[src/rtl/met_pkg.sv]
`default_nettype none
package met_pkg;
    localparam logic signed [31:0] ONE_Q16 = 32'sd65536;
    localparam logic signed [31:0] MAX32 = 32'sh7fffffff;
    localparam logic signed [31:0] MIN32 = 32'sh80000000;
    localparam logic signed [63:0] MAX64 = 64'sh7fffffffffffffff;
    localparam logic signed [63:0] MIN64 = 64'sh8000000000000000;
    localparam int RECIP_W = 24;

    typedef struct packed {
        logic start;
        logic busy;
    } div_ctl_t;
endpackage
`default_nettype wire

[src/rtl/met_div.sv]
`default_nettype none
// restoring divider: 64-bit magnitude by (k+1)<<16, one quotient bit a cycle
module met_div (
    input  wire logic               clk,
    input  wire logic               rst_n,
    input  wire logic               start,
    input  wire logic signed [63:0] acc,
    input  wire logic [8:0]         div_k,
    output logic                    done,
    output logic signed [31:0]      quot,
    output logic                    sat
);
    logic [6:0]  cnt_reg, cnt_next;
    logic        run_reg, run_next;
    logic        neg_reg, neg_next;
    logic [63:0] num_reg, num_next;
    logic [63:0] q_reg, q_next;
    logic [25:0] rem_reg, rem_next;
    logic [24:0] d_reg, d_next;
    logic [63:0] mag;
    logic [26:0] trial;
    logic [64:0] qsum;

    always_comb
    begin
        mag = acc[63] ? (64'd0 - 64'(acc)) : 64'(acc);
        // add half the divisor before dividing
        qsum = {1'b0, mag} + {41'd0, div_k, 15'd0};
        cnt_next = cnt_reg;
        run_next = run_reg;
        neg_next = neg_reg;
        num_next = num_reg;
        q_next = q_reg;
        rem_next = rem_reg;
        d_next = d_reg;
        trial = 27'd0;
        if (start)
        begin
            run_next = 1'b1;
            cnt_next = 7'd0;
            neg_next = acc[63];
            d_next = {div_k, 16'd0};
            num_next = qsum[63:0];
            q_next = 64'd0;
            rem_next = 26'd0;
        end
        else if (run_reg)
        begin
            trial = {rem_reg, num_reg[63]};
            num_next = {num_reg[62:0], 1'b0};
            if (trial >= {2'd0, d_reg})
            begin
                rem_next = 26'(trial - {2'd0, d_reg});
                q_next = {q_reg[62:0], 1'b1};
            end
            else
            begin
                rem_next = trial[25:0];
                q_next = {q_reg[62:0], 1'b0};
            end
            cnt_next = cnt_reg + 7'd1;
            if (cnt_reg == 7'd63)
            begin
                run_next = 1'b0;
            end
        end
    end

    logic fin_reg;
    always_ff @(posedge clk or negedge rst_n)
    begin
        if (!rst_n)
        begin
            run_reg <= 1'b0;
            cnt_reg <= 7'd0;
            fin_reg <= 1'b0;
        end
        else
        begin
            run_reg <= run_next;
            cnt_reg <= cnt_next;
            fin_reg <= run_reg && !start && cnt_reg == 7'd63;
        end
    end

    always_ff @(posedge clk)
    begin
        neg_reg <= neg_next;
        num_reg <= num_next;
        q_reg <= q_next;
        rem_reg <= rem_next;
        d_reg <= d_next;
    end

    always_comb
    begin
        sat = 1'b0;
        if (!neg_reg)
        begin
            if (q_reg > 64'h7fffffff)
            begin
                sat = 1'b1;
                quot = met_pkg::MAX32;
            end
            else
            begin
                quot = q_reg[31:0];
            end
        end
        else if (q_reg > 64'h80000000)
        begin
            sat = 1'b1;
            quot = met_pkg::MIN32;
        end
        else
        begin
            quot = 32'(64'd0 - q_reg);
        end
    end
    assign done = fin_reg;
endmodule
`default_nettype wire

[config.mk]
export PLATFORM = sky130hd
export DESIGN_NAME = met_div
export DESIGN_NICKNAME = d
export VERILOG_FILES = /design/src/rtl/met_pkg.sv /design/src/rtl/met_div.sv
export SDC_FILE = /design/constraint.sdc
export NUM_CORES = 1
export LEC_CHECK = 0
export ABC_AREA = 1
export CORE_MARGIN = 2
export CORE_UTILIZATION = 30
export CTS_CLUSTER_SIZE = 14
export DETAILED_ROUTE_END_ITERATION = 6
export DONT_BUFFER_PORTS = 1
export PLACE_DENSITY_LB_ADDON = 0.2
export RECOVER_POWER = 25
export SKIP_CTS_REPAIR_TIMING = 1
export SLEW_MARGIN = 20
export SYNTH_ARGS = -nofsm -noshare
export SYNTH_HDL_FRONTEND = slang
export SYNTH_SLANG_ARGS = --single-unit
[constraint.sdc]
create_clock -name clk -period 4.8 [get_ports clk]
set_input_delay 0.48 -clock clk [delete_from_list [all_inputs] [get_ports clk]]
set_output_delay 0.48 -clock clk [all_outputs]
set_load 0.005 [all_outputs]
Word level (Yosys, flattened, before mapping):

Cells that the tools add are included.

* register bits after elaboration: 173
* latch bits: 0
* bits in writable memories: 0
* memory bits (read-only): 0
* input bits: 76
* output and inout bits: 34
* word-level logic and storage cells: 37
* memories kept: 0

* $add $sub $neg: 5
* $mul: 0
* divide/modulo/power cells: 0
* $lt $le $gt $ge: 3
* eq/ne operators: 1
* shifts and indexed selects: 0
* multiplexer cells: 16
* bitwise gates (word level): 0
* reductions and logical operators: 4

Operator list (count)
* 64-bit two-way mux: 3
* 32-bit two-way mux: 3
* 64-bit by 24-bit adder with 64-bit output: 1
* 64-bit by 31-bit > comparator with 1-bit output (second input constant): 1
* 64-bit by 32-bit > comparator with 1-bit output (second input constant): 1
* 1-bit by 64-bit subtractor with 64-bit output (first input constant): 1
* 1-bit by 32-bit subtractor with 32-bit output (first input constant): 1
* 27-bit by 25-bit greater-or-equal comparator with 1-bit output: 1
* 26-bit two-way mux: 1
* 26-bit by 25-bit subtractor with 26-bit output: 1
* 7-bit two-way mux: 2
* 7-bit by 1-bit adder with 7-bit output (second input constant): 1
* 7-bit by 6-bit == test with 1-bit output (second input constant): 1
* 1-bit two-way mux: 7
* 1-bit logical AND: 2
* 2-bit nonzero test: 1
* 1-bit logical NOT: 1

Depth between registers and ports, before layout:

Gate-level depths: netlist (run 1).

* depth after elaboration: 4
* gate-level depth with buffers: 24
* mapped depth without buffers: 24

Worst setup path after synthesis (run 1):

No wires, ideal clock.

* path kind: input port to flip-flop
* start: input acc[63]
* end: register num_reg[41] (data pin)
* library setup time: 265 ps
* arrival: 3273 ps
* setup slack: 1262 ps
* stages: 20
* path buffers: 5
* cells stage by stage: buf_4 -> buf_4 -> buf_2 -> buf_2 -> clkbuf_1 -> nand2_1 -> xor2_1 -> inv_1 -> fa_1 -> inv_1 -> nand3_1 -> nand2_1 -> nand2_1 -> nand3_1 -> nand3_2 -> nand2_2 -> nand3_4 -> nor2_4 -> xor2_1 -> o21bai_1

* cells in the longest elaborated chain, start to end: 3

RTL lines
* from (decl): RTL line met_div.sv:7 `input wire logic signed [63:0] acc,`
* 64-bit two-way mux: RTL line met_div.sv:26 `mag = acc[63] ? (64'd0 - 64'(acc)) : 64'(acc);`
* 64-bit by 24-bit adder with 64-bit output: RTL line met_div.sv:28 `qsum = {1'b0, mag} + {41'd0, div_k, 15'd0};`
* 64-bit two-way mux: RTL line met_div.sv:37 `if (start)`
* via num_next[41]: RTL line met_div.sv:16 `logic [63:0] num_reg, num_next;`
* to (signal assigned): RTL line met_div.sv:89 `num_reg <= num_next;`
* to (decl): RTL line met_div.sv:16

The timed path passes the listed nets, and every way through them passes these cells.
A chain may end at the register's enable or synchronous reset.

Worst setup path in the final report (run 1):

* start: register q_reg[0]
* end: output quot[8]

* cells in the longest elaborated chain, start to end: 3

RTL lines
* from (decl): RTL line met_div.sv:17 `logic [63:0] q_reg, q_next;`
* from (signal assigned): RTL line met_div.sv:90 `q_reg <= q_next;`
* 64-bit by 31-bit > comparator with 1-bit output (tied with other cells): RTL line met_div.sv:100 `if (q_reg > 64'h7fffffff)`
* 32-bit two-way mux (on tied branches): RTL line met_div.sv:100, met_div.sv:110
* 32-bit two-way mux (*): RTL line met_div.sv:98 `if (!neg_reg)`
* to (decl): RTL line met_div.sv:10 `output logic signed [31:0] quot,`

Every way passes the cells marked *; elsewhere a longest branch is shown, timed or not.

==> qor.yml, run 1 <==
outcome: "finished, violations left"
violations: "capacitance limit, slew limit"
drive_gt1_frac: 0.08398
hold_viol_final: 0
relSlewSlack: -0.6762
initial_core_util: 0.3049
die_h_um: 202.7
syn_to_final_growth_pct: 9.225
cts_tree: "built"
drv_slew: 59
grt_pass1_wl_um: 58170
die_width_um: 202.7
clock-sinks: 173
hold_class: "primary input to flip-flop"
synth_ff_type: "dfxtp_1"
critPathArrivalTime_ps: 3310
cts_buffer_depth: 2
routed_wl_um: 35960
grt_pass1_vias: 10400
cts.clk_slew.worst_paths_ps: 80
final_cell_mix: "nand2_1 (438), inv_1 (199), nor2_1 (196)"
io_buffers: 0
dp_hpwl_um: 28030
track_usage: 0.1802
synth.cell_area_mm2: 0.01184
period_minus_slack_ps: 3790
io_pins: 110
fin_crit_sh: 0.7896
cts.htree.levels: 4
clk_latency_ps: 440
antenna_found_initial: 0
root_buffer: "clkbuf_16"
grt_max_degree: 108
row_count: 72
fmax_mhz: 263.9
syn_nets: 1789
synth_cells: 1690
ys_ff_latch: 173
synth_edf_count: 74
viasPerCell: 4.896
yosysWarnings: 0
clock_skew_ps: 17.42
crit_path_start_kind: "flip-flop"
die_area_mm2: 0.04107
drt_iter0_markers: 711
num_antenna_cells: 0
drt.antenna.violating_nets: 0
worst_slew_pin_slew_ps: 2514
cap_violations: 1
num_vias: 10760
syn_avg_cell_area_um2: 7.006
place.gp.congestion: 0.9705
layout_setup_ws_ps: 1010
finalSetupTns_ps: 0
remaining_drc_errors: 0
postLayoutCellArea_mm2: 0.01293
cts_buffers: 17
place_ws_ps: 1157
p_total_w: 0.004296
pwr_density_cell_mw_per_mm2: 332.2
rsz0062_at_grt: "false"
required_ps: 4320
leakage_nw: 5.231
place_area_mm2: 0.01232
grt.overflow.total: 0
synth.distinct_cells: 50
seq_area_frac_synth: 0.3589
ir_drop_v: 0.0002019
finalSetupViolCount: 0
avgRoutedWirePerCell_um: 16.37
nets: 1765
endpoint_kind: "primary output"
final_common_cell: "nand2_1"
async_flop_share: 0.05202
firstDrtPassIters: 5
core_area_mm2: 0.03883
crit_fanout: 20
path_class: "flip-flop to primary output"
## worst paths after layout
kind | start | end | slack (ps) | depth (start not counted)
setup reg to reg | run_reg$_DFF_PN0_ | q_reg[63]$_SDFFE_PP0P_ | 1010 | 5
max in group asynchronous | rst_n | cnt_reg[3]$_DFFE_PN0P_ | 4090 | 1
setup / recovery | q_reg[0]$_SDFFE_PP0P_ | quot[8] | 1010 | 13
hold reg to reg | rem_reg[25]$_SDFFE_PP0P_ | rem_reg[25]$_SDFFE_PP0P_ | 450 | 2
hold / removal | div_k[5] | d_reg[21]$_DFFE_PP_ | 130 | 0
min in group asynchronous | rst_n | cnt_reg[1]$_DFFE_PN0P_ | 400 | 1
## through the flow
step,util,cells,hold WS (ps)
final,0.3331,2197,127.0
after floorplan,-,1690,184.4
after global routing,0.3331,2197,98.91
after global placement,0.3174,2164,184.7
after CTS,0.3330,2196,-303.0
after detailed placement,0.3174,2164,184.7
## Yosys cell counts (3+ instances only)
cell | instances | share of area
nor2_4 | 19 | 0.018
buf_2 | 8 | 0.0034
edfxtp_1 | 74 | 0.19
o21ai_1 | 5 | 0.0021
o211ai_1 | 9 | 0.0057
a21oi_1 | 29 | 0.012
or2_1 | 3 | 0.0016
nand3_4 | 3 | 0.0044
and2_1 | 3 | 0.0016
nand2_1 | 438 | 0.14
nand2_2 | 36 | 0.019
nand3_2 | 6 | 0.0051
dfrtp_1 | 9 | 0.019
clkbuf_1 | 37 | 0.012
o21bai_1 | 5 | 0.0032
nand2_4 | 4 | 0.0038
nand3b_1 | 10 | 0.0063
a31oi_1 | 5 | 0.0026
nor4_1 | 14 | 0.0074
inv_2 | 7 | 0.0022
o21ai_0 | 93 | 0.039
inv_1 | 198 | 0.063
nor2_1 | 195 | 0.062
ha_1 | 21 | 0.022
nor3_1 | 13 | 0.0055
o22ai_1 | 81 | 0.043
o31ai_1 | 4 | 0.0025
nand4_1 | 35 | 0.018
dfxtp_1 | 90 | 0.15
nor2_2 | 23 | 0.012
o221ai_1 | 6 | 0.0044
nand3_1 | 113 | 0.048
xor2_1 | 55 | 0.041
xnor2_1 | 17 | 0.013
## final cells by class
type	instances	area [um^2]
Timing Repair Buffer	7	51.30
Clock inverter	11	115.1
Multi-Input combinational cell	1260	6594
Inverter	207	782.0
Clock buffer	21	493.0
Sequential cell	173	4249
Tap cell	518	648.1
Fill cell	4204	25890
## cells by family (layout without fill, tap and decap cells)
logic type	count (synthesis)	after routing	synth area share
xor gates and xnor gates	72	72	0.05326
AOI/OAI and AO/OA	245	245	0.1213
buffers and inverters	257	246	0.08359
and+or+nand+nor	920	920	0.3574
adders and majority gates	23	23	0.02557
DFF	173	173	0.3589
## per-layer routing
layer	up-vias	global-route usage	share of wire
met4	0	0.04849	0.017
met5	-	0	0
met2	202	0.2916	0.46
met3	39	0.03467	0.046
met1	4987	0.2455	0.48
li1	5529	-	-
## worst max-delay path, stage by stage (launching register included)
cell,delay (ps)
dfxtp_1,320
inv_1,130
ha_1,220
nand2_1,110
nor3_2,220
nand3_1,170
inv_1,90
nand4_1,160
inv_1,110
nand4_1,90
nand2_1,70
buf_4,210
nand2_1,450
o21ai_0,520
## power by group
group	internal [W]	switching, W
Clock	0.000764	0.000657
Sequential	0.00167	0.0000574
Combinational	0.000408	0.000740
Power figures use the tool's default switching activity.
==> run 2, diff against run 1 <==
--- a/config.mk
+++ b/config.mk
@@ -5,7 +5,7 @@
 export SDC_FILE = /design/constraint.sdc
 export NUM_CORES = 1
 export LEC_CHECK = 0
-export ABC_AREA = 1
+export ABC_AREA = 0
 export CORE_MARGIN = 2
 export CORE_UTILIZATION = 30
 export CTS_CLUSTER_SIZE = 14
==> constraint.sdc (replaced) <==
create_clock -name clk -period 3.3 [get_ports clk]
set_input_delay 0.33 -clock clk [delete_from_list [all_inputs] [get_ports clk]]
set_output_delay 0.33 -clock clk [all_outputs]
set_load 0.005 [all_outputs]
==> run 2 against run 1 <==
Net effect: the run ends with setup timing left; routed wire length down 6.3%; highest routed layer unchanged; critical path type unchanged; clock skew down 4.1 ps; register-to-register slack worse by 690 ps.
==> qor.yml, run 2 <==
leakage_nw: 6.493  # +24%
grt_use_met1: 0.2259  # -0.01959
die_area_mm2: 0.04000  # -2.6%
routed_wl_um: 33690  # -6.3%
clock-sinks: 173  # unchanged
grt_pass1_vias: 9973  # -4.1%
track_usage: 0.1665  # -0.01372
r2r_start: "d_reg[17]$_DFFE_PP_"
path_class: "flip-flop to primary output"
hold_class: "primary input to flip-flop"
synth_edf_count: 74  # unchanged
drv_slew: 0  # -100%
grt.busiest_layer: "met2"
die_h_um: 200  # -1.3%
yosys.area.top_type: "edfxtp_1"
drt.antenna.violating_nets: 0  # unchanged
io_pins: 110  # unchanged
ir_drop_v: 0.0004171  # +110%
finalSetupViolCount: 59  # +59
holdWs_ps: 40.76  # -86.19 ps
final_cell_mix: "buf_4 (211), nor2_1 (160), nand2_1 (98)"
firstDrtPassIters: 5  # unchanged
r2r_slack_ps: 320  # -690 ps
syn_avg_cell_area_um2: 8.751  # +25%
synthMostInstantiatedCell: "nor2_1"
hold_viol_final: 0  # unchanged
crit_path_start_kind: "flip-flop"
use_met3: 0.03663  # +0.001955
synth_common_cells: "nor2_1 (166), nand2_1 (108), dfxtp_1 (90)"
synth.distinct_cells: 80  # +60%
cts_buffers: 17  # unchanged
seq_area_frac_synth: 0.3687  # +0.009818
relSlewSlack: 0.02835  # +0.7046
core_area_mm2: 0.03776  # -2.8%
place_ws_ps: -770.5  # -1927 ps
place.gp.congestion: 0.9263  # -4.6%
cts.clk_slew.worst_paths_ps: 70  # about the same
async_flop_share: 0.05202  # unchanged
grt_pass1_wl_um: 53170  # -8.6%
num_vias: 10440  # -2.9%
cap_violations: 0  # -1
synth.cell_area_mm2: 0.01152  # -2.7%
met2_usage: 0.2636  # -0.02795
final_common_cell: "buf_4"
worst_slew_pin_slew_ps: 1457  # -1057 ps
yosysWarnings: 0  # unchanged
synth_top_area_frac: 0.1928  # +0.005135
cts_tree: "built"
cts_buffer_depth: 2  # unchanged
dp.cells: 1956  # -9.6%
drt_iter0_markers: 574  # -19%
num_antenna_cells: 0  # unchanged
avgRoutedWirePerCell_um: 16.61  # +1.5%
layout_setup_ws_ps: -667.3  # -1677 ps
finalSetupTns_ps: -22180  # -22,180 ps
violations: "setup timing"
grt.overflow.total: 0  # unchanged
syn_to_final_growth_pct: 34.70
synth_cells: 1317  # -22%
grt_max_degree: 181  # +68%
ys_top_cells_by_area: "edfxtp_1 (19%), dfxtp_1 (16%), mux2i_1 (7.3%)"
die_width_um: 200  # -1.3%
ys_ff_latch: 173  # unchanged
fin_crit_sh: 1.202
initial_core_util: 0.3053  # +0.0003094
synth_ff_type: "dfxtp_1"
period_minus_slack_ps: 3967
rsz0062_at_grt: "true"
min_from: "start"
remaining_drc_errors: 0  # unchanged
viasPerCell: 5.150  # +5.2%
antenna_found_initial: 0  # unchanged
io_buffers: 0  # unchanged
syn_nets: 1416  # -21%
clock_skew_ps: 13.31  # -4.110 ps
startpoint: "q_reg[0]$_SDFFE_PP0P_"
row_count: 71  # -1.4%
root_buffer: "clkbuf_16"
p_total_w: 0.006990  # +63%
endpoint_kind: "primary output"
fin_cells: 2028  # -7.7%
clk_latency_ps: 450  # about the same
nets: 1603  # -9.2%
pwr_density_cell_mw_per_mm2: 450.3  # +36%
drive_gt1_frac: 0.2894  # +0.2054
cts.htree.levels: 4  # unchanged
fmax_mhz: 252.1
outcome: "finished, violations left"
dp_hpwl_um: 24140  # -14%
required_ps: 2970  # -1350 ps
crit_fanout: 11  # -45%
critPathArrivalTime_ps: 3640  # +330 ps
## run 2: metal layers
layer	wire [um]	vias up	part of all wire
li1	-	5265	-
met2	15520	205	0.46
met1	15760	4940	0.47
met4	522	0	0.015
met3	1884	34	0.056
met5	0	-	0
## run 2: power by group
part	switching (W)	leakage, nW	total, W	internal [W]
registers	0.0000984	1.62	0.00257	0.00247
logic	0.00118	4.58	0.00235	0.00117
clock network	0.000965	0.290	0.00208	0.00111
## run 2: cell families (layout without fill, tap and decap cells)
| kind of cell | after synthesis | after routing | share of synthesized area |
|---|---|---|---|
| AO/OA/AOI/OAI | 251 | 251 | 0.1507 |
| XOR/XNOR | 92 | 92 | 0.06992 |
| adder cells (fa/ha/maj) | 23 | 23 | 0.02627 |
| buffers and inverters | 129 | 329 | 0.04440 |
| flip-flops | 173 | 173 | 0.3687 |
| multiplexers | 113 | 113 | 0.1013 |
| AND/OR/NAND/NOR | 536 | 536 | 0.2387 |
## run 2: critical path, cell delays in order (launching register included)
cell	delay, ps
dfxtp_2	330
inv_2	70
ha_4	140
or4b_4	490
nor4b_4	310
nand4b_1	190
or4_4	470
o41ai_4	280
nand2_2	210
inv_4	130
nand2_8	90
buf_12	210
o311ai_4	280
## run 2: final cells by class
class                   count  area, um^2
well taps                 511       639.4
clock inverters            12       123.9
fillers                  3777       22230
multi-input cells        1015        7828
inverters                  51       232.7
repair buffers            246        1991
flip-flops and latches    173        4252
clock buffers              20       457.9
## run 2: worst paths after layout
kind / endpoint / cells past startpoint
max: quot[5] / 12
min: d_reg[22]$_DFFE_PP_ / 0
max reg2reg: rem_reg[19]$_SDFFE_PP0P_ / 12
min reg2reg: rem_reg[18]$_SDFFE_PP0P_ / 2
max in group asynchronous: cnt_reg[0]$_DFFE_PN0P_ / 1
min in group asynchronous: done$_DFF_PN0_ / 1
## run 2: through the flow
step	utilization	instance area, um^2
after floorplan	-	12310
after CTS	0.3884	14670
after detailed placement	0.3730	14080
final	0.4112	15520
after global routing	0.4112	15520
after global placement	0.3730	14080
