File: src/rtl/met_ram.sv
`default_nettype none
module met_ram #(
    parameter int WIDTH = 32,
    parameter int DEPTH = 9
) (
    input  wire logic                     clk,
    input  wire logic                     we,
    input  wire logic [$clog2(DEPTH)-1:0] waddr,
    input  wire logic [WIDTH-1:0]         wdata,
    input  wire logic [$clog2(DEPTH)-1:0] raddr,
    output logic      [WIDTH-1:0]         rdata
);
    logic [WIDTH-1:0] mem [DEPTH];

    always_ff @(posedge clk)
    begin
        if (we)
        begin
            mem[waddr] <= wdata;
        end
        rdata <= mem[raddr];
    end
endmodule
`default_nettype wire

File: config.mk
export PLATFORM = sky130hd
export DESIGN_NAME = met_ram
export DESIGN_NICKNAME = d
export VERILOG_FILES = /design/src/rtl/met_ram.sv
export SDC_FILE = /design/constraint.sdc
export NUM_CORES = 1
export LEC_CHECK = 0
export ABC_AREA = 1
export CAP_MARGIN = 15
export CELL_PAD_IN_SITES_DETAIL_PLACEMENT = 1
export CELL_PAD_IN_SITES_GLOBAL_PLACEMENT = 1
export CORE_MARGIN = 2
export CORE_UTILIZATION = 54
export DETAILED_ROUTE_END_ITERATION = 10
export DONT_BUFFER_PORTS = 1
export PLACE_DENSITY_LB_ADDON = 0.1
export SETUP_SLACK_MARGIN = 0.2
export SLEW_MARGIN = 25
export SYNTH_ARGS = -nofsm -noshare
export SYNTH_HDL_FRONTEND = slang
export SYNTH_SLANG_ARGS = --single-unit
File: constraint.sdc
create_clock -name clk -period 4.85 [get_ports clk]
set_clock_uncertainty 0.2 [all_clocks]
set_input_delay 0.97 -clock clk [delete_from_list [all_inputs] [get_ports clk]]
set_output_delay 0.97 -clock clk [all_outputs]
set_load 0.05 [all_outputs]
---- Word-level counts from Yosys, hierarchy flattened ----
Memory sizes are Yosys's and may differ from the RTL's. A register that Yosys moved wholly into a read port is not among the register bits.
Cells that the tools add are included.
word-level totals
  bits in registers ....................... 0
  memory bits (writable) .................. 288
  bits of input ports ..................... 42
  output and inout port bits .............. 32
  word-level logic and storage cells ...... 3
  memories kept ........................... 1
memory list
  name  depth  width  rd ports  clocked after memory_dff  wr ports  line  source
  mem   9      32     1         1                         1         13    logic [WIDTH-1:0] mem [DEPTH];
cells by class
  multiplexer cells ....................... 2
operators by type and width
  operator          number
  2-to-1 mux 1 bit  2

---- Longest topological paths before layout ----
Gate-level depths: netlist of run 1.
  word-level depth ........................ 2
  depth in mapped cells ................... 9
  gate-level depth less buffers ........... 7

---- Worst setup path after synthesis of run 1 ----
No wires, ideal clock.
  path type ............................... input-to-reg
  start ................................... in waddr[3]
  end ..................................... mem mem[0][0] (enable)
  library setup time ...................... 421 ps
  data arrival time ....................... 2519 ps
  required time ........................... 4229 ps
  slack ................................... 1710 ps
  cell stages on the path ................. 3
  path buffers ............................ 0
  path through ............................ inv_1 -> nand3_1 -> nor2_1
RTL lines
  item         line  source
  from (decl)  8     input wire logic [$clog2(DEPTH)-1:0] waddr,
  to (decl)    13
No word-level cell before the write port.

---- Worst setup path after layout of run 1 ----
  start ................................... in waddr[3]
  end ..................................... mem mem[6][19] (enable)
No word-level cell before the write port.

==> results of run 1 <==
-- power by group through the flow --
stage	sequential (mW)	clock [mW]	combinational [mW]
after detailed placement	3.24	0	0.214
final	3.18	2.46	0.214
after CTS	3.18	2.50	0.218
after global placement	3.23	0	0.205
after floorplan	3.23	0	0.182
after global routing	3.19	2.59	0.243
-- final timing paths --
check	start	endpoint	slack [ns]	cells past startpoint
setup / recovery	waddr[3]	mem[6][19]	2.32	4
hold / removal	mem[8][21]	rdata[21]	0.24	2
setup reg to reg	mem[2][24]	rdata[24]	3.61	6
hold reg to reg	mem[8][21]	rdata[21]	0.24	2
-- state kept, by name, summed over array words and instances (netlist names) --
name and cells:
rdata 32, mem 288
-- critical path: stages --
cell	delay [ns]
inv_1	0.05
nand3_1	0.30
nor2_4	0.86
buf_4	0.33
-- logic make-up after synthesis --
family | Yosys count
simple gates | 592
buf+inv | 255
flops | 320
-- area by class of cell --
cell class | count | area share [%]
Clock buffer | 49 | 6.92
Clock inverter | 15 | 0.610
Inverter | 200 | 5.32
Multi-Input combinational cell | 592 | 17.9
Sequential cell | 320 | 65.7
Tap cell | 319 | 2.82
Timing Repair Buffer | 14 | 0.743
-- Yosys cell counts (all sizes together) --
master and number:
nor2 9, nand3 195, clkbuf 13, buf 42, edfxtp 288, inv 200
nand2 388, dfxtp 32
-- layer usage --
layer	global-route usage [%]	wire length [µm]
met1	33.0	13100
met2	46.1	15800
met3	3.72	1460
met4	8.70	790
met5	0	0
-- stage by stage --
step	power, mW	cells	hold WS (ns)	utilization [%]
global placement	3.44	1445	0.224	56.1
global route	6.02	1509	0.261	60.6
floorplan	3.41	1167	0.215	-
finish	5.86	1509	0.240	60.6
CTS	5.90	1509	0.241	60.6
detailed placement	3.45	1445	0.229	56.1
==> flow_summary.json, run 1 <==
{
  "diodes": 0,
  "switching_share_pct": 22.1,
  "status": "completed",
  "synthesis.nets": 1209,
  "syn_area_um2": 12800,
  "die_w_um": 158,
  "hold_class": "reg -> reg",
  "num_rows": 56,
  "seq_power_share_pct": 54.3,
  "cts-resized-gates": 0,
  "period_minus_slack_ns": 2.53,
  "rsz0062_at_grt": "no",
  "layout_setup_ws_ns": 2.32,
  "drc_errors": 0,
  "fill_cells": 2454,
  "viasPerCell": 5.39,
  "drv_slew": 0,
  "critPathKind": "in -> reg",
  "pre_cts_ws_ns": 1.78,
  "clockBufferDepth": 3,
  "die_h_um": 158,
  "critPathCaptureType": "flop",
  "synth_seq_cells": 320,
  "gr-total-overflow": 0,
  "p_per_area_nw_per_um2": 414,
  "start_util_pct": 54.8,
  "slew_headroom_pct": 33.3,
  "synthSimpleGateAreaFrac_pct": 19.3,
  "cts_root_buffer": "clkbuf_16",
  "grt.total_usage_pct": 26.0,
  "vias": 8134,
  "cts_setup_buffers": 0,
  "nets": 1205,
  "synth_top_family_by_area": "simple AND/OR/NAND/NOR gates",
  "netlist.area_leader.share_pct": 67.6,
  "antenna_found_initial": 0,
  "cp-start-kind": "input pin",
  "final_common_cell": "nand2_1",
  "place_congestion": 0.703,
  "numCtsBuffers": 35,
  "fin_tns_setup_ns": 0,
  "final_cell_area_um2": 14100,
  "synth_area_leaders": "edfxtp_1 68%, nand2_1 11%, nand3_1 7.6%",
  "drive_gt1_share_pct": 6.47,
  "yosysTopAreaCell": "edfxtp_1",
  "cts_htree_levels": 2,
  "ant_nets": 0,
  "syn_to_final_growth_pct": 10.6,
  "synth-compound-area-share_pct": 0,
  "synth_xor_area_share_pct": 0,
  "grt_max_degree": 130,
  "comb_power_share_pct": 3.7,
  "drv_cap": 0,
  "synthDistinctLibCells": 11,
  "dp_hpwl_um": 16700,
  "layout_common_cells": "388 x nand2_1, 288 x edfxtp_1, 198 x inv_1",
  "p_switching_mw": 1.29,
  "period_share_pct": 52.2,
  "drtIter0Drc": 476,
  "insertion_delay_ns": 0.52,
  "synth.area.mux_share_pct": 0,
  "dr.pass1.iters": 4,
  "cts_num_sinks": 320,
  "leakage_nw": 5.93,
  "multi_input_area_um2": 2530,
  "first_global_vias": 8776,
  "ios": 74,
  "wirelength_um": 31200,
  "fmax_mhz": 395,
  "cp.required_ns": 4.86,
  "grt_pass1_wl_um": 48000,
  "placed_cell_area_um2": 13100,
  "worstPathArrival_ns": 2.54,
  "tightest_slew_ns": 0.998,
  "numPortBuffers": 0,
  "syn_avg_cell_area_um2": 11.0,
  "hold_viol_final": 0,
  "syn_inst": 1167,
  "yosysSeqAreaShare_pct": 72.6,
  "p_int_mw": 4.56,
  "clkTransAtPathRegs_ns": 0.06,
  "cp_max_fo": 24,
  "core_um2": 23300,
  "peakVddDrop_mv": 0.382,
  "holdBufCountCts": 0,
  "clockPowerShare_pct": 42.0,
  "ys_warn_count": 0,
  "die_area_um2": 24900,
  "cts_tree": "done",
  "ff_latch_area_um2": 9290,
  "wl_per_cell_um": 20.7,
  "setup_violations": 0,
  "synth_adder_area_share_pct": 0
}
Power figures use the tool's default switching activity.
==> run 2, diff against run 1 <==
--- a/config.mk
+++ b/config.mk
@@ -5,12 +5,12 @@
 export SDC_FILE = /design/constraint.sdc
 export NUM_CORES = 1
 export LEC_CHECK = 0
-export ABC_AREA = 1
+export ABC_AREA = 0
 export CAP_MARGIN = 15
 export CELL_PAD_IN_SITES_DETAIL_PLACEMENT = 1
 export CELL_PAD_IN_SITES_GLOBAL_PLACEMENT = 1
 export CORE_MARGIN = 2
-export CORE_UTILIZATION = 54
+export CORE_UTILIZATION = 49
 export DETAILED_ROUTE_END_ITERATION = 10
 export DONT_BUFFER_PORTS = 1
 export PLACE_DENSITY_LB_ADDON = 0.1
==> constraint.sdc (replaced) <==
create_clock -name clk -period 2.2 [get_ports clk]
set_clock_uncertainty 0.2 [all_clocks]
set_input_delay 0.44 -clock clk [delete_from_list [all_inputs] [get_ports clk]]
set_output_delay 0.44 -clock clk [all_outputs]
set_load 0.05 [all_outputs]
==> run 2 against run 1 <==
  * Critical path depth is 1 higher
  * Core utilization is 2.5 points lower
  * Clock-buffer cell count is 6 higher
  * Synthesized cell count is 46% lower
  * Area after synthesis is 7.0% lower
  * Global-route usage is 5.9 points lower
  * Critical path type unchanged
  * Largest power group unchanged
  * Highest routed layer unchanged
==> flow_summary.json, run 2 <==
{
  "status": "completed",
  "ios": 74,
  "ff2ff_path_depth": 4,
  "final_cell_area_um2": 14000,
  "dp_hpwl_um": 13000,
  "worstPathArrival_ns": 2.07,
  "r2r_slack_ns": 0.38,
  "tightest_slew_ns": 0.636,
  "grt.total_usage_pct": 20.1,
  "gr-total-overflow": 0,
  "ys_top_cells_by_count": "288 x edfxtp_1, 64 x mux2i_1, 63 x mux2_2, 35 x nand2_1",
  "placed_cell_area_um2": 12500,
  "path_cells": "nand2b_2 > buf_4 > o22ai_1 > o31ai_2 > dlygate4sd3_1",
  "place_congestion": 0.686,
  "hold_viol_final": 0,
  "cp_max_fo": 14,
  "core_um2": 24100,
  "period_share_pct": 86.0,
  "pre_cts_ws_ns": 0.0984,
  "gr-usage-met2_pct": 34.3,
  "insertion_delay_ns": 0.50,
  "layout_setup_ws_ns": 0.308,
  "syn_inst": 629,
  "nets": 728,
  "top_register": "mem",
  "clkTransAtPathRegs_ns": 0.06,
  "clockBufferDepth": 3,
  "cts_htree_levels": 2,
  "first_global_vias": 6410,
  "vias": 5859,
  "synth_ff_type": "edfxtp_1",
  "yosysTopAreaCell": "edfxtp_1",
  "slew_headroom_pct": 57.5,
  "dr.pass1.iters": 5,
  "crit_path_top_delay_cell": "dlygate4sd3_1",
  "critPathCaptureType": "flop",
  "synthDistinctLibCells": 20,
  "p_per_area_nw_per_um2": 944,
  "grtUsageMet3_pct": 3.45,
  "rsz0062_at_grt": "no",
  "switching_share_pct": 20.7,
  "viasPerCell": 5.66,
  "largestRegisters": "mem (288), rdata (32)",
  "syn_to_final_growth_pct": 17.7,
  "yosysSeqAreaShare_pct": 78.1,
  "drv_cap": 0,
  "synthesis.nets": 671,
  "leakage_nw": 4.71,
  "cts-resized-gates": 0,
  "critPathKind": "in -> reg",
  "numCtsBuffers": 34,
  "hold_end": "mem[0][4]",
  "cts_num_sinks": 320,
  "diodes": 0,
  "die_h_um": 160,
  "die_area_um2": 25500,
  "wirelength_um": 25300,
  "start_util_pct": 49.3,
  "seq_power_share_pct": 53.1,
  "synth_seq_cells": 320,
  "ys_warn_count": 0,
  "cp-start-kind": "input pin",
  "placedCellCount": 936,
  "largest_reg_flops": 288,
  "min_from": "waddr[1]",
  "drv_slew": 0,
  "synth-async-reset-ratio_pct": 0,
  "syn_avg_cell_area_um2": 18.9,
  "holdBufCountCts": 38,
  "final_common_cell": "edfxtp_1",
  "r2r-start": "mem[4][0]",
  "clockPowerShare_pct": 42.6,
  "p_switching_mw": 2.74,
  "setup_violations": 0,
  "multi_input_area_um2": 2510,
  "finalPower_mw": 13.2,
  "grt_max_degree": 129,
  "peakVddDrop_mv": 0.581,
  "use_met1_pct": 27.3,
  "cts_setup_buffers": 0,
  "hold_depth": 2,
  "numPortBuffers": 0,
  "fmax_mhz": 529,
  "cp.required_ns": 2.38,
  "drc_errors": 0,
  "cts_root_buffer": "clkbuf_16",
  "globalRoute.busiestLayer": "met2",
  "p_int_mw": 10.5,
  "worst_path_largest_cell_delay_ns": 0.56,
  "die_w_um": 160,
  "cts_tree": "done",
  "period_minus_slack_ns": 1.89,
  "r2r_end": "rdata[0]",
  "syn_area_um2": 11900,
  "wl_per_cell_um": 24.4,
  "drive_gt1_share_pct": 22.9,
  "finalNonFillerCells": 1036,
  "netlist.area_leader.share_pct": 72.7,
  "hold_class": "in -> reg",
  "antenna_found_initial": 0,
  "synth_area_leaders": "edfxtp_1 73%, mux2_2 6.0%, dfxtp_1 5.4%",
  "ff_latch_area_um2": 9290,
  "layout_common_cells": "288 x edfxtp_1, 64 x mux2i_1, 63 x mux2_2",
  "comb_power_share_pct": 4.3,
  "fill_cells": 2149,
  "drtIter0Drc": 359,
  "synth_edf_count": 288,
  "ant_nets": 0,
  "num_rows": 57,
  "grt_pass1_wl_um": 38800,
  "synth.most_common_cell": "edfxtp_1"
}
==> run 2: cell types whose count changed after synthesis, sizes merged, moves of 3 or more <==
cell	change
a22o	+32
buf	-28
clkbuf	+7
inv	-200
mux2	+64
mux2i	+64
nand2	-353
nand2b	+3
nand3	-195
o22ai	+32
o31ai	+32
==> run 2: final cells by class <==
type	count	area share (%)
Clock inverter	7	0.429
Sequential cell	320	66.4
Tap cell	324	2.90
Multi-Input combinational cell	275	17.9
Clock buffer	55	7.60
Timing Repair Buffer	55	4.79
==> run 2: through the flow <==
| stage | utilization, % | setup TNS (ns) | hold slack [ns] |
|---|---|---|---|
| finish | 58.1 | 0 | 0.134 |
| global placement | 51.6 | 0 | 0.229 |
| global route | 58.1 | 0 | 0.135 |
| detailed placement | 51.8 | 0 | 0.236 |
| floorplan | - | -7.75 | 0.218 |
| CTS | 58.1 | 0 | 0.127 |
==> run 2: worst max path at each step <==
stage / from / cells after the start / to / slack, ns
after global placement: raddr[1] / 3 / rdata[31] / 0.1
after detailed placement: raddr[1] / 4 / rdata[31] / 0.1
final: raddr[1] / 5 / rdata[0] / 0.31
after CTS: raddr[1] / 5 / rdata[0] / 0.35
after floorplan: waddr[2] / 2 / mem[0][0] / -0.15
after global routing: raddr[1] / 5 / rdata[0] / 0.30
==> run 2: layer usage <==
| layer | vias to the layer above | part of all wire, % |
|---|---|---|
| met5 | - | 0 |
| met4 | 0 | 1.4 |
| met3 | 31 | 3.6 |
| met2 | 103 | 50 |
| met1 | 3087 | 45 |
| li1 | 2638 | - |
==> run 2: kinds of logic after synthesis <==
group                  synth area share (%)
AOI/OAI and AO/OA                      6.98
buffers and inverters                  1.67
DFF                                    78.1
muxes                                  11.4
and+or+nand+nor                        1.81
==> run 2: power by group through the flow <==
stage	combinational (mW)	sequential [mW]	clock, mW
final	0.567	7.01	5.63
after global routing	0.613	7.03	5.95
after CTS	0.574	7.02	5.74
after detailed placement	0.421	7.15	0
after global placement	0.406	7.14	0
after floorplan	0.377	7.12	0
==> run 2: critical path, delay by kind of cell <==
family	cells	cell delay, ns
buf+inv	2	0.88
simple gates	1	0.37
compound gates	2	0.37
==> run 3, diff against run 2 <==
--- a/config.mk
+++ b/config.mk
@@ -14,8 +14,10 @@
 export DETAILED_ROUTE_END_ITERATION = 10
 export DONT_BUFFER_PORTS = 1
 export PLACE_DENSITY_LB_ADDON = 0.1
+export RECOVER_POWER = 25
 export SETUP_SLACK_MARGIN = 0.2
 export SLEW_MARGIN = 25
 export SYNTH_ARGS = -nofsm -noshare
 export SYNTH_HDL_FRONTEND = slang
 export SYNTH_SLANG_ARGS = --single-unit
+export TNS_END_PERCENT = 30
==> run 3 against run 2 <==
  * First-iteration DRC count fell by 15%
  * Worst hold slack improved by 0.0014 ns
  * Final area fell by 0.51%
  * Wire length fell by 2.9%
  * Worst setup slack improved by 0.089 ns
  * Clock power fell by 4.1%
  * Via count fell by 0.31%
  * Final cell count rose by 0.29%
  * Global-route usage fell by 0.66 points
  * Clock-buffer cell count fell by 2
  * Sequential share of layout area rose by 0.34 points
  * Fmax rose by 4.9%
==> flow_summary.json, run 3 (synthesized netlist as in run 2, its figures left out) <==
{
  "status": "completed",
  "cts_root_buffer": "clkbuf_16",
  "syn_to_final_growth_pct": 17.1,
  "insertion_delay_ns": 0.50,
  "dp_hpwl_um": 13000,
  "wl_per_cell_um": 23.6,
  "start_util_pct": 49.3,
  "rsz0062_at_grt": "no",
  "viasPerCell": 5.62,
  "grt_pass1_wl_um": 37700,
  "layout_common_cells": "288 x edfxtp_1, 64 x mux2i_1, 63 x mux2_2",
  "clockBufferDepth": 3,
  "gr-total-overflow": 0,
  "tightest_slew_ns": 0.767,
  "drc_errors": 0,
  "drv_slew": 0,
  "seq_power_share_pct": 54.1,
  "leakage_nw": 4.70,
  "fin_tns_setup_ns": 0,
  "largestRegisters": "mem (288), rdata (32)",
  "period_minus_slack_ns": 1.80,
  "slew_headroom_pct": 48.7,
  "cts-resized-gates": 0,
  "placed_cell_area_um2": 12500,
  "numCtsBuffers": 34,
  "ios": 74,
  "top_register": "mem",
  "peakVddDrop_mv": 0.622,
  "die_h_um": 160,
  "drtIter0Drc": 304,
  "die_area_um2": 25500,
  "fmax_mhz": 555,
  "comb_power_share_pct": 4.3,
  "nets": 731,
  "clkTransAtPathRegs_ns": 0.06,
  "hold_class": "in -> reg",
  "grt_max_degree": 129,
  "numPortBuffers": 0,
  "critPathCaptureType": "primary output",
  "largest_reg_flops": 288,
  "p_per_area_nw_per_um2": 931,
  "cp.required_ns": 1.56,
  "pre_cts_ws_ns": 0.216,
  "hold_viol_final": 0,
  "num_rows": 57,
  "grt.total_usage_pct": 19.5,
  "cts_num_sinks": 320,
  "cts_tree": "done",
  "cp-start-kind": "flop",
  "final_common_cell": "edfxtp_1",
  "cts_htree_levels": 2,
  "finalPower_mw": 13.0,
  "finalNonFillerCells": 1039,
  "antenna_found_initial": 0,
  "worstPathArrival_ns": 1.16,
  "p_switching_mw": 2.69,
  "final_cell_area_um2": 13900,
  "utilization_pct": 57.8,
  "drv_cap": 0,
  "setup_violations": 0,
  "switching_share_pct": 20.7,
  "clockPowerShare_pct": 41.6,
  "drive_gt1_share_pct": 23.4,
  "diodes": 0,
  "placedCellCount": 939,
  "place_congestion": 0.712,
  "wirelength_um": 24500,
  "cp_max_fo": 1,
  "period_share_pct": 82.0,
  "vias": 5841,
  "layout_setup_ws_ns": 0.397,
  "ant_nets": 0,
  "p_int_mw": 10.3,
  "first_global_vias": 6496,
  "critPathKind": "reg -> out",
  "die_w_um": 160,
  "core_um2": 24100,
  "dr.pass1.iters": 4,
  "holdWs_ns": 0.135
}
[run 3: changes by cell type in the layout (fill, tap and decap cells not counted), sizes merged]
cell / previous run / this run
clkinv: 4 / 9
nor2b: 1 / 2
buf: 18 / 21
clkbuf: 55 / 53
clkinvlp: 2 / 0
bufinv: 1 / 0
dlygate4sd3: 37 / 36
[run 3: repair_timing]
action / 4_1_cts / 5_1_grt
endpoints found under the hold margin: 320 / 0
setup buffers: 0 / 0
setup endpoints to repair: 0 / 1
hold buffers: 37 / 0
[run 3: path summary, 6_finish.rpt]
path	slack [ns]	cells after the start	start	end
max	0.40	0	rdata[1]	rdata[1]
min	0.14	2	waddr[0]	mem[4][2]
max reg2reg	0.43	4	mem[7][12]	rdata[12]
min reg2reg	0.24	2	mem[8][3]	rdata[3]
[run 3: power by group through the flow]
stage	clock (mW)	combinational, mW	sequential (mW)
6_report	5.40	0.558	7.01
5_1_grt	5.74	0.605	7.02
4_1_cts	5.52	0.565	7.01
3_5_place_dp	0	0.418	7.14
3_3_place_gp	0	0.404	7.14
2_1_floorplan	0	0.375	7.12
[run 3: per-layer routing]
layer / vias up / wire [µm] / global-route usage, %
li1: 2638 / - / -
met1: 3020 / 10200 / 24.9
met2: 139 / 12300 / 33.5
met3: 44 / 1450 / 4.29
met4: 0 / 569 / 5.94
met5: - / 0 / 0
[run 3: layout make-up]
cell class / instances / area (µm²)
clock buffers: 53 / 1040
clock inverters: 9 / 40.0
fillers: 2129 / 10200
multi-input cells: 276 / 2520
flip-flops and latches: 320 / 9290
well taps: 324 / 405
repair buffers: 57 / 638
